$ cat src/sv/rational_arith_unit_top_macros.svh
// Assertion macros shared by the rational arithmetic unit.
// Included by the modules that carry concurrent checks.
`ifndef RATIONAL_ARITH_UNIT_TOP_MACROS_SVH
`define RATIONAL_ARITH_UNIT_TOP_MACROS_SVH

// Implication checked on every clock edge outside reset.
`define RAU_ASSERT(lbl, prop, msg) \
    lbl: assert property (@(posedge clk) disable iff (!rst_n) (prop)) else $error(msg);

// Check that holds during reset as well.
`define RAU_ASSERT_ALWAYS(lbl, prop, msg) \
    lbl: assert property (@(posedge clk) (prop)) else $error(msg);

`endif

$ cat src/sv/rau_pkg.sv
// Package for the rational arithmetic unit: widths, operation codes, states.
// No dependencies.
`default_nettype none
package rau_pkg;
    localparam int OpW  = 16;
    localparam int NumW = 2 * OpW;
    localparam int DenW = 2 * OpW - 2;
    localparam int MagW = 2 * OpW + 1;
    localparam int CntW = $clog2(MagW + 1);

    typedef enum logic [1:0] {
        ACT_ADD = 2'd0,
        ACT_SUB = 2'd1,
        ACT_MUL = 2'd2,
        ACT_DIV = 2'd3
    } action_t;

    typedef enum logic [3:0] {
        ST_IDLE,
        ST_MUL1,
        ST_MUL2,
        ST_PREP,
        ST_GCD,
        ST_DIVN_INIT,
        ST_DIVN,
        ST_DIVD_INIT,
        ST_DIVD,
        ST_DONE
    } state_t;

    typedef struct packed {
        logic start;
        logic busy;
        logic done;
    } div_ctl_t;
endpackage
`default_nettype wire

$ cat src/sv/rau_divider.sv
// Bit-serial restoring divider: one quotient bit per cycle.
// Depends on rau_pkg and the assertion macro header.
`default_nettype none
`include "rational_arith_unit_top_macros.svh"
module rau_divider
    import rau_pkg::*;
(
    input  wire logic            clk,
    input  wire logic            rst_n,
    input  wire logic            start,
    input  wire logic [MagW-1:0] dividend,
    input  wire logic [MagW-1:0] divisor,
    output div_ctl_t             ctl,
    output logic     [MagW-1:0] quotient,
    output logic     [MagW-1:0] remainder
);
    logic [MagW-1:0] quo_reg, quo_next;
    logic [MagW-1:0] rem_reg, rem_next;
    logic [MagW-1:0] dvs_reg, dvs_next;
    logic [CntW-1:0] cnt_reg, cnt_next;
    logic            busy_reg, busy_next;
    logic            done_reg, done_next;
    logic [MagW:0]   trial;

    always_comb
    begin
        quo_next  = quo_reg;
        rem_next  = rem_reg;
        dvs_next  = dvs_reg;
        cnt_next  = cnt_reg;
        busy_next = busy_reg;
        done_next = 1'b0;
        trial     = {rem_reg, quo_reg[MagW-1]} - {1'b0, dvs_reg};
        if (start)
        begin
            quo_next  = dividend;
            rem_next  = '0;
            dvs_next  = divisor;
            cnt_next  = CntW'(MagW);
            busy_next = 1'b1;
        end
        else if (busy_reg)
        begin
            if (!trial[MagW])
            begin
                rem_next = trial[MagW-1:0];
                quo_next = {quo_reg[MagW-2:0], 1'b1};
            end
            else
            begin
                rem_next = {rem_reg[MagW-2:0], quo_reg[MagW-1]};
                quo_next = {quo_reg[MagW-2:0], 1'b0};
            end
            cnt_next = cnt_reg - 1'b1;
            if (cnt_reg == CntW'(1))
            begin
                busy_next = 1'b0;
                done_next = 1'b1;
            end
        end
    end

    always_ff @(posedge clk or negedge rst_n)
    begin
        if (!rst_n)
        begin
            busy_reg <= 1'b0;
            done_reg <= 1'b0;
            cnt_reg  <= '0;
        end
        else
        begin
            busy_reg <= busy_next;
            done_reg <= done_next;
            cnt_reg  <= cnt_next;
        end
    end

    always_ff @(posedge clk)
    begin
        quo_reg <= quo_next;
        rem_reg <= rem_next;
        dvs_reg <= dvs_next;
    end

    assign ctl.start = start;
    assign ctl.busy  = busy_reg;
    assign ctl.done  = done_reg;
    assign quotient  = quo_reg;
    assign remainder = rem_reg;

    `RAU_ASSERT(a_done_after_busy, done_reg |-> $past(busy_reg), "done without busy")
    `RAU_ASSERT(a_busy_count, busy_reg |-> (cnt_reg != '0), "busy with zero count")
    `RAU_ASSERT(a_not_both, !(busy_reg && done_reg), "busy and done together")
endmodule
`default_nettype wire

$ cat config.mk
export PLATFORM = sky130hd
export DESIGN_NAME = rau_divider
export DESIGN_NICKNAME = d
export VERILOG_FILES = /design/src/sv/rau_pkg.sv /design/src/sv/rau_divider.sv
export VERILOG_INCLUDE_DIRS = /design/src /design/src/sv
export SDC_FILE = /design/constraint.sdc
export NUM_CORES = 1
export LEC_CHECK = 0
export ABC_AREA = 1
export BUFFER_PORTS_ARGS = -buffer_cell sky130_fd_sc_hd__buf_2
export CAP_MARGIN = 20
export CORE_AREA = 10 10 142 144
export DETAILED_ROUTE_END_ITERATION = 16
export DIE_AREA = 0 0 152 154
export GPL_ROUTABILITY_DRIVEN = 0
export PLACE_DENSITY = 0.75
export SYNTH_ARGS = -nofsm -noshare
export SYNTH_HDL_FRONTEND = slang
export SYNTH_SLANG_ARGS = --single-unit
export TNS_END_PERCENT = 30
$ cat constraint.sdc
create_clock -name clk -period 2.3 [get_ports clk]
set_input_delay 0.115 -clock clk [delete_from_list [all_inputs] [get_ports clk]]
set_output_delay 0.115 -clock clk [all_outputs]
set_load 0.02 [all_outputs]
* Yosys cells after proc, flatten, opt, wreduce, memory -nomap -nowiden
Cells that the tools add are included.
** Operators by class
- Eq/ne operators :: 1
- Muxes and demuxes :: 12
- $add $sub $neg :: 2
- Reduce and logical (&&, ||, !) cells :: 1
** Operators by type and width (count)
- $mux W33 :: 3
- $sub A34 B33 Y34 :: 1
- $mux W6 :: 2
- $mux W1 :: 7
- $eq A6 B1 Y1 const B :: 1
- $sub A6 B1 Y6 const B :: 1
- $reduce_bool A2 Y1 :: 1
** Word-level totals
- Output and inout bits :: 69
- Bits of input ports :: 69
- Flip-flop bits (word level) :: 107

* Logic depth before layout (Yosys ltp)
Gate-level depths: netlist of the first run.
- Depth in word-level cells :: 4
- Mapped depth :: 19
- Gate-level depth less buffers :: 18

* Worst setup path before layout of the first run
OpenSTA, ideal clock, no wires.
- Path kind :: reg2reg
- Start point :: register quo_reg[32], in the netlist quotient[32]
- End point :: register rem_reg[24], in the netlist remainder[24]
- Cell stages (with the launch flop) :: 18
- Buffers on the path :: 0
- Data arrival time :: 2.030 ns
- Path slack :: 0.157 ns
- Setup time :: 0.113 ns
- Cell sequence :: edfxtp_1 inv_1 ha_1 fa_1 inv_1 nand2_1 nand2_1 nand3_1 nand2_1 nand2_1 nand2_1 nand3_1 nand2_1 nand2_1 nand2_1 nand2_1 nand3_1 nand2_1
** On the way
- Longest elaborated chain between the ends :: 2
** Ends and longest elaborated chain
- start: declaration :: line rau_divider.sv:17 : logic [MagW-1:0] quo_reg, quo_next;
- start signal: assignment :: line rau_divider.sv:81 : quo_reg <= quo_next;
- $sub A34 B33 Y34 :: line rau_divider.sv:33 : trial = {rem_reg, quo_reg[MagW-1]} - {1'b0, dvs_reg};
- $mux W33 :: line rau_divider.sv:44 : if (!trial[MagW])
- end signal: assignment :: line rau_divider.sv:82 : rem_reg <= rem_next;
- end: declaration :: line rau_divider.sv:18 : logic [MagW-1:0] rem_reg, rem_next;
Every way passes these cells.
A chain may end at the register's enable or synchronous reset.

* Worst setup path after layout of the first run
- Start point :: register rem_reg[14], in the netlist remainder[14]
- End point :: register rem_reg[11], in the netlist remainder[11]
** On the way
- Longest elaborated chain between the ends :: 2
** Ends and longest elaborated chain (line)
- $sub A34 B33 Y34 :: rau_divider.sv:33
- $mux W33 :: rau_divider.sv:44
Every way passes these cells.

==> flow_metrics.env, run 1 <==
export IMPL_start_util=0.427
export IMPL_ys_ff_latch=107
export IMPL_synth_edf_count=66
export IMPL_avgRoutedWirePerCell_um=15.0
export IMPL_criticalPathCategory="reg2reg"
export IMPL_netlist_area_um2=7340
export IMPL_clk_latency_ps=370
export IMPL_hp_class="in2reg"
export IMPL_num_io_pins=138
export IMPL_crit_path_start_kind="flip-flop"
export IMPL_setup_ws_ps=76.1
export IMPL_ys_seq_area_frac=0.387
export IMPL_status="completed"
export IMPL_grt_overflow=0
export IMPL_vias_per_cell=4.89
export IMPL_antenna_found_initial=1
export IMPL_syn_nets=1169
export IMPL_first_iter_violations=507
export IMPL_cpMostUsedCell="nand2_1"
export IMPL_grt_usage=0.181
export IMPL_crit_end="remainder[11]$_SDFFE_PP0P_"
export IMPL_drt_pass1_iterations=6
export IMPL_area_delta_synth_final_pct=31.7
export IMPL_max_clock_path_buffers=2
export IMPL_root_buffer="clkbuf_16"
export IMPL_crit_fanout=5
export IMPL_ant_nets=0
export IMPL_setup_tns_ps=0
export IMPL_rows=48
export IMPL_p_leak_nw=5.39
export IMPL_vias=7381
export IMPL_fin_crit_sh=0.967
export IMPL_relSlewSlack=0.678
export IMPL_io_buffers=137
export IMPL_maxSlewViolCount=0
export IMPL_drv_cap=0
export IMPL_power_density_nw_per_um2=806
export IMPL_core_area_um2=17200
export IMPL_drt_wl_total_mm=22.7
export IMPL_synth_main_ff_cell="edfxtp_1"
export IMPL_antennaDiodeCount=0
export IMPL_die_w_um=152
export IMPL_peakVddDrop_mv=0.442
export IMPL_synth_top_area_share=0.270
export IMPL_synth_area_top_cells="edfxtp_1 (27%), nand2_1 (23%), inv_1 (10%)"
export IMPL_die_area_um2=23400
export IMPL_cts_sinks=107
export IMPL_synth_warnings=0
export IMPL_timing_reg2reg_setup_slack_ps=80
export IMPL_cts_clk_slew_worst_paths_ps=90
export IMPL_drive_gt1_frac=0.235
export IMPL_yosysTopAreaCell="edfxtp_1"
export IMPL_cts_tree="built"
export IMPL_hold_viol=0
export IMPL_die_y_um=154
export IMPL_synthDistinctLibCells=37
export IMPL_cp_startpoint="remainder[14]$_SDFFE_PP0P_"
export IMPL_fmax_mhz=450
export IMPL_critPathSlowestCell="dfxtp_1"
export IMPL_grt_pass1_vias=7080
export IMPL_cp_end_kind="flip-flop"
export IMPL_fin_nets=1385
export IMPL_crit_path_cell_trace="ha_1 -> nand2_1 -> inv_2 -> nand2_1 -> nand2_1 -> inv_2 -> nand2_1 -> inv_2 -> nand2_4 -> nand2_8 -> nand3_4 -> clkbuf_16 -> nand3_1 -> nand3_1 -> nand2_1"
export IMPL_crit_path_max_incr_delay_ps=350
export IMPL_fin_worst_skew_ps=18.8
export IMPL_r2r_cells=15
export IMPL_pre_cts_ws_ps=-16.2
export IMPL_ys_top_cells_by_count="nand2_1 (450), inv_1 (200), nand3_1 (86)"
export IMPL_dp_final_hpwl_mm=16.8
export IMPL_post_synth_top_count_cell="nand2_1"
export IMPL_critPathArrivalTime_ps=2540
export IMPL_r2r_end="remainder[11]$_SDFFE_PP0P_"
export IMPL_drc_errors=0
export IMPL_worstMarginPinSlew_ps=482
export IMPL_min_period_ps=2220
export IMPL_grt_pass1_wl_mm=35.1
export IMPL_synth_cells=1064
export IMPL_grt_max_degree=46
export IMPL_ys_async_sr_fraction=0.0748
export IMPL_crit_required_ps=2610
export IMPL_rr_startpoint="remainder[14]$_SDFFE_PP0P_"
export IMPL_cts_htree_levels=3
export IMPL_cts_buffers=9
export IMPL_syn_avg_cell_area_um2=6.90
export IMPL_setup_violations_final=0
[critical path: cells and delay by family (launching register included)]
family / cells / cell delay [ps]
AND/OR/NAND/NOR: 10 / 1020
buffers and inverters: 4 / 430
flip-flops: 1 / 350
adder cells (fa/ha/maj): 1 / 330
[through the flow]
stage / util / power, W / instance area, µm² / std cells / hold slack (ps)
4_1_cts: 0.531 / 0.00736 / 9120 / 1493 / 0.915
2_1_floorplan: - / 0.00473 / 7340 / 1064 / -181
6_report: 0.563 / 0.00779 / 9670 / 1510 / 6.96
3_3_place_gp: 0.491 / 0.00564 / 8440 / 1440 / -34.8
3_5_place_dp: 0.491 / 0.00569 / 8440 / 1440 / -31.9
5_1_grt: 0.563 / 0.00831 / 9670 / 1510 / 10.6
[power breakdown]
group,total (W),internal [W],switching (W)
sequential,0.00258,0.00234,0.000242
combinational,0.00361,0.00143,0.00218
clock,0.00160,0.000774,0.000825
[layer usage]
metal	wire [µm]	GRT usage	up-vias
met4	513	0.0500	2
met1	9500	0.220	3317
met3	2110	0.0589	49
met2	10600	0.299	320
li1	-	-	3693
met5	13	0	-
[what timing repair did]
| item | in CTS | in global routing |
|---|---|---|
| setup endpoints to repair | 3 | 34 |
| buffers inserted | 0 | 14 |
| hold endpoints to repair | 44 | 0 |
| hold buffers | 37 | 0 |
| resized for setup | 2 | 72 |
| cloned | 0 | 3 |
| pin swaps | 0 | 17 |
[worst min path at each step]
stage / from / to / slack (ps) / cells past startpoint
after floorplan: rst_n / busy_reg$_DFF_PN0_ / -180 / 0
after global placement: rst_n / cnt_reg[3]$_DFFE_PN0P_ / -30 / 1
after detailed placement: rst_n / cnt_reg[2]$_DFFE_PN0P_ / -30 / 1
after CTS: dividend[31] / quotient[31]$_DFFE_PP_ / 0.9 / 3
after global routing: dividend[20] / quotient[20]$_DFFE_PP_ / 10 / 3
final: dividend[31] / quotient[31]$_DFFE_PP_ / 7 / 3
[kinds of logic (layout without fill, tap and decap cells)]
family                     Yosys count  after routing  share of synthesized area
AOI/OAI and AO/OA                   36             36                     0.0269
xor gates and xnor gates            16             16                     0.0191
adders and majority gates           36             36                     0.0624
buffers and inverters              234            454                      0.130
DFF                                107            107                      0.387
and+or+nand+nor                    635            636                      0.375
[cell usage in the layout (no fill, tap or decap), types with 3 or more instances in the layout]
| cell type | count |
|---|---|
| nand2_1 | 434 |
| inv_1 | 196 |
| buf_2 | 137 |
| nand3_1 | 83 |
| edfxtp_1 | 66 |
| buf_4 | 47 |
| dlygate4sd3_1 | 37 |
| nor2_1 | 36 |
| dfxtp_1 | 30 |
| a21oi_1 | 22 |
| nand2_2 | 19 |
| ha_1 | 19 |
| nand3_2 | 14 |
| ha_4 | 14 |
| inv_2 | 12 |
| xnor2_1 | 11 |
| clkbuf_16 | 11 |
| nand4_1 | 10 |
| nor2_2 | 9 |
| dfrtp_1 | 8 |
| nand2_8 | 7 |
| nor3_1 | 6 |
| xor2_1 | 5 |
| nor2_4 | 4 |
| and2_1 | 4 |
| o21ai_0 | 4 |
| nand3_4 | 3 |
| nand2_4 | 3 |
| nand3b_1 | 3 |
| buf_8 | 3 |
| dfxtp_2 | 3 |
[final cells by class]
cell class	instances	area (µm²)
Fill cell	1606	7510
Multi-Input combinational cell	724	3910
Sequential cell	107	2850
Timing Repair Buffer	229	1550
Inverter	209	785
Tap cell	225	282
Clock buffer	9	225
Clock inverter	7	80.1
No activity file was read; power rests on OpenSTA's default activity.
==> inputs of run 2 (changes only) <==
- GPL_TIMING_DRIVEN: default -> 0
==> run 2 against run 1 <==
The run now ends with setup timing left; sequential power hardly changed; utilization increased by 0.99 points; total power grew 3.0%; clock-buffer cell count unchanged; clock skew shrank 4.4 ps; global-route usage rose by 0.081 points.
==> flow_metrics.env, run 2 (synthesis gave the netlist of run 1 again) <==
export IMPL_status="finished with violations"
export IMPL_violations="setup timing"
export IMPL_power_density_nw_per_um2=816
export IMPL_rr_startpoint="quotient[32]$_DFFE_PP_"
export IMPL_setup_tns_ps=-12.9
export IMPL_seqPwrFrac=0.325
export IMPL_min_to="quotient[24]$_DFFE_PP_"
export IMPL_p_leak_nw=5.36
export IMPL_relSlewSlack=0.513
export IMPL_crit_path_start_kind="flip-flop"
export IMPL_crit_path_max_incr_delay_ps=420
export IMPL_drt_wl_total_mm=23.1
export IMPL_root_buffer="clkbuf_16"
export IMPL_vias_per_cell=4.94
export IMPL_dp_cells=1427
export IMPL_ant_nets=0
export IMPL_grt_max_degree=38
export IMPL_p_sw_frac=0.418
export IMPL_die_w_um=152
export IMPL_dp_final_hpwl_mm=16.8
export IMPL_antennaDiodeCount=0
export IMPL_num_io_pins=138
export IMPL_crit_fanout=3
export IMPL_r2r_cells=18
export IMPL_cts_clk_slew_worst_paths_ps=90
export IMPL_rows=48
export IMPL_grt_pass1_vias=7169
export IMPL_fin_worst_skew_ps=14.4
export IMPL_worstMarginPinSlew_ps=727
export IMPL_cp_end_kind="flip-flop"
export IMPL_pre_cts_ws_ps=-331
export IMPL_drt_pass1_iterations=5
export IMPL_cts_sinks=107
export IMPL_area_delta_synth_final_pct=34.0
export IMPL_drv_cap=0
export IMPL_crit_required_ps=2610
export IMPL_io_buffers=137
export IMPL_crit_path_cell_trace="inv_1 -> ha_2 -> fa_2 -> inv_2 -> nand2_1 -> nand2_2 -> nand3_2 -> nand2_2 -> nand2_2 -> nand2_2 -> nand2_1 -> nand2_1 -> nand2_1 -> nand2_1 -> inv_1 -> nand2_1 -> nand3_2 -> nand2_1"
export IMPL_post_route_util=0.573
export IMPL_setup_violations_final=1
export IMPL_die_y_um=154
export IMPL_maxSlewViolCount=0
export IMPL_critPathArrivalTime_ps=2620
export IMPL_start_util=0.427
export IMPL_core_area_um2=17200
export IMPL_fin_nets=1381
export IMPL_max_clock_path_buffers=2
export IMPL_critPathSlowestCell="fa_2"
export IMPL_drive_gt1_frac=0.251
export IMPL_min_period_ps=2310
export IMPL_fin_crit_sh=1.01
export IMPL_first_iter_violations=567
export IMPL_grt_overflow=0
export IMPL_hp_class="in2reg"
export IMPL_criticalPathCategory="reg2reg"
export IMPL_drc_errors=0
export IMPL_r2r_end="remainder[32]$_SDFFE_PP0P_"
export IMPL_cpMostUsedCell="nand2_1"
export IMPL_p_switching_w=0.00335
export IMPL_clkPwrFrac=0.203
export IMPL_cts_buffers=9
export IMPL_layout_common_cells="nand2_1 (432), inv_1 (185), buf_2 (136)"
export IMPL_peakVddDrop_mv=0.440
export IMPL_min_path_cells=3
export IMPL_seq_area_um2=2850
export IMPL_totalPowerFinal_w=0.00803
export IMPL_fmax_mhz=432
export IMPL_power_frac_comb=0.472
export IMPL_die_area_um2=23400
export IMPL_hold_path_startpoint="dividend[24]"
export IMPL_fill_cells=1576
export IMPL_setup_ws_ps=-12.9
export IMPL_final_common_cell="nand2_1"
export IMPL_vias=7433
export IMPL_grt_pass1_wl_mm=35.6
export IMPL_hold_viol=0
export IMPL_grt_usage=0.181
export IMPL_multi_input_area_um2=4080
export IMPL_timing_reg2reg_setup_slack_ps=-10
export IMPL_rsz0062_at_grt="yes"
export IMPL_cts_tree="built"
export IMPL_cts_htree_levels=3
export IMPL_avgRoutedWirePerCell_um=15.3
export IMPL_antenna_found_initial=1
export IMPL_stdcell_count=1506
export IMPL_internal_power_w=0.00467
export IMPL_clk_latency_ps=370
==> run 2: stage by stage <==
| stage | hold WS [ps] | area, µm² |
|---|---|---|
| floorplan | -181 | 7340 |
| global placement | -33.1 | 8310 |
| global route | 13.4 | 9840 |
| CTS | 8.04 | 9290 |
| detailed placement | -31.7 | 8340 |
| finish | 15.3 | 9840 |
==> run 2: final cells by class <==
type / count / share of cell area
tap: 225 / 0.0286
buffer: 24 / 0.0200
inverter: 209 / 0.0797
sequential: 107 / 0.289
clock inverter: 7 / 0.00903
timing repair buffer: 200 / 0.136
multi-input combinational: 725 / 0.414
clock buffer: 9 / 0.0229
==> run 2: timing repair <==
action / CTS / global route
buffers inserted: 8 / 18
hold buffers: 34 / 0
hold endpoints to repair: 41 / 0
cloned: 1 / 3
setup endpoints to repair: 22 / 59
gates resized for setup: 33 / 75
pin swaps: 4 / 25
==> run 2: power groups by stage <==
stage	combinational, W	sequential [W]	clock, W
after global routing	0.00416	0.00265	0.00172
final	0.00379	0.00261	0.00163
after floorplan	0.00193	0.00280	0
after detailed placement	0.00301	0.00259	0
after global placement	0.00296	0.00258	0
after CTS	0.00327	0.00257	0.00166
==> run 2: how the worst max path moves through the flow <==
stage,start,endpoint,cells past startpoint
6_report,quotient[32]$_DFFE_PP_,remainder[32]$_SDFFE_PP0P_,18
5_1_grt,dvs_reg[6]$_DFFE_PP_,remainder[19]$_SDFFE_PP0P_,17
4_1_cts,dvs_reg[26]$_DFFE_PP_,remainder[15]$_SDFFE_PP0P_,14
3_5_place_dp,start,quotient[27]$_DFFE_PP_,5
3_3_place_gp,start,quotient[27]$_DFFE_PP_,4
2_1_floorplan,quotient[32]$_DFFE_PP_,remainder[24]$_SDFFE_PP0P_,17
==> run 2: per-layer routing <==
layer,global-route usage,up-vias,part of all wire
li1,-,3695,-
met1,0.218,3348,0.41
met2,0.303,331,0.47
met3,0.0583,59,0.092
met4,0.0541,0,0.027
met5,0,-,0
==> run 2: critical path: cells and delay by family, from the launching register on <==
family | cells | cell delay (ps)
buffers and inverters | 3 | 190
and+or+nand+nor | 13 | 1090
adders and majority gates | 2 | 630
DFF | 1 | 350
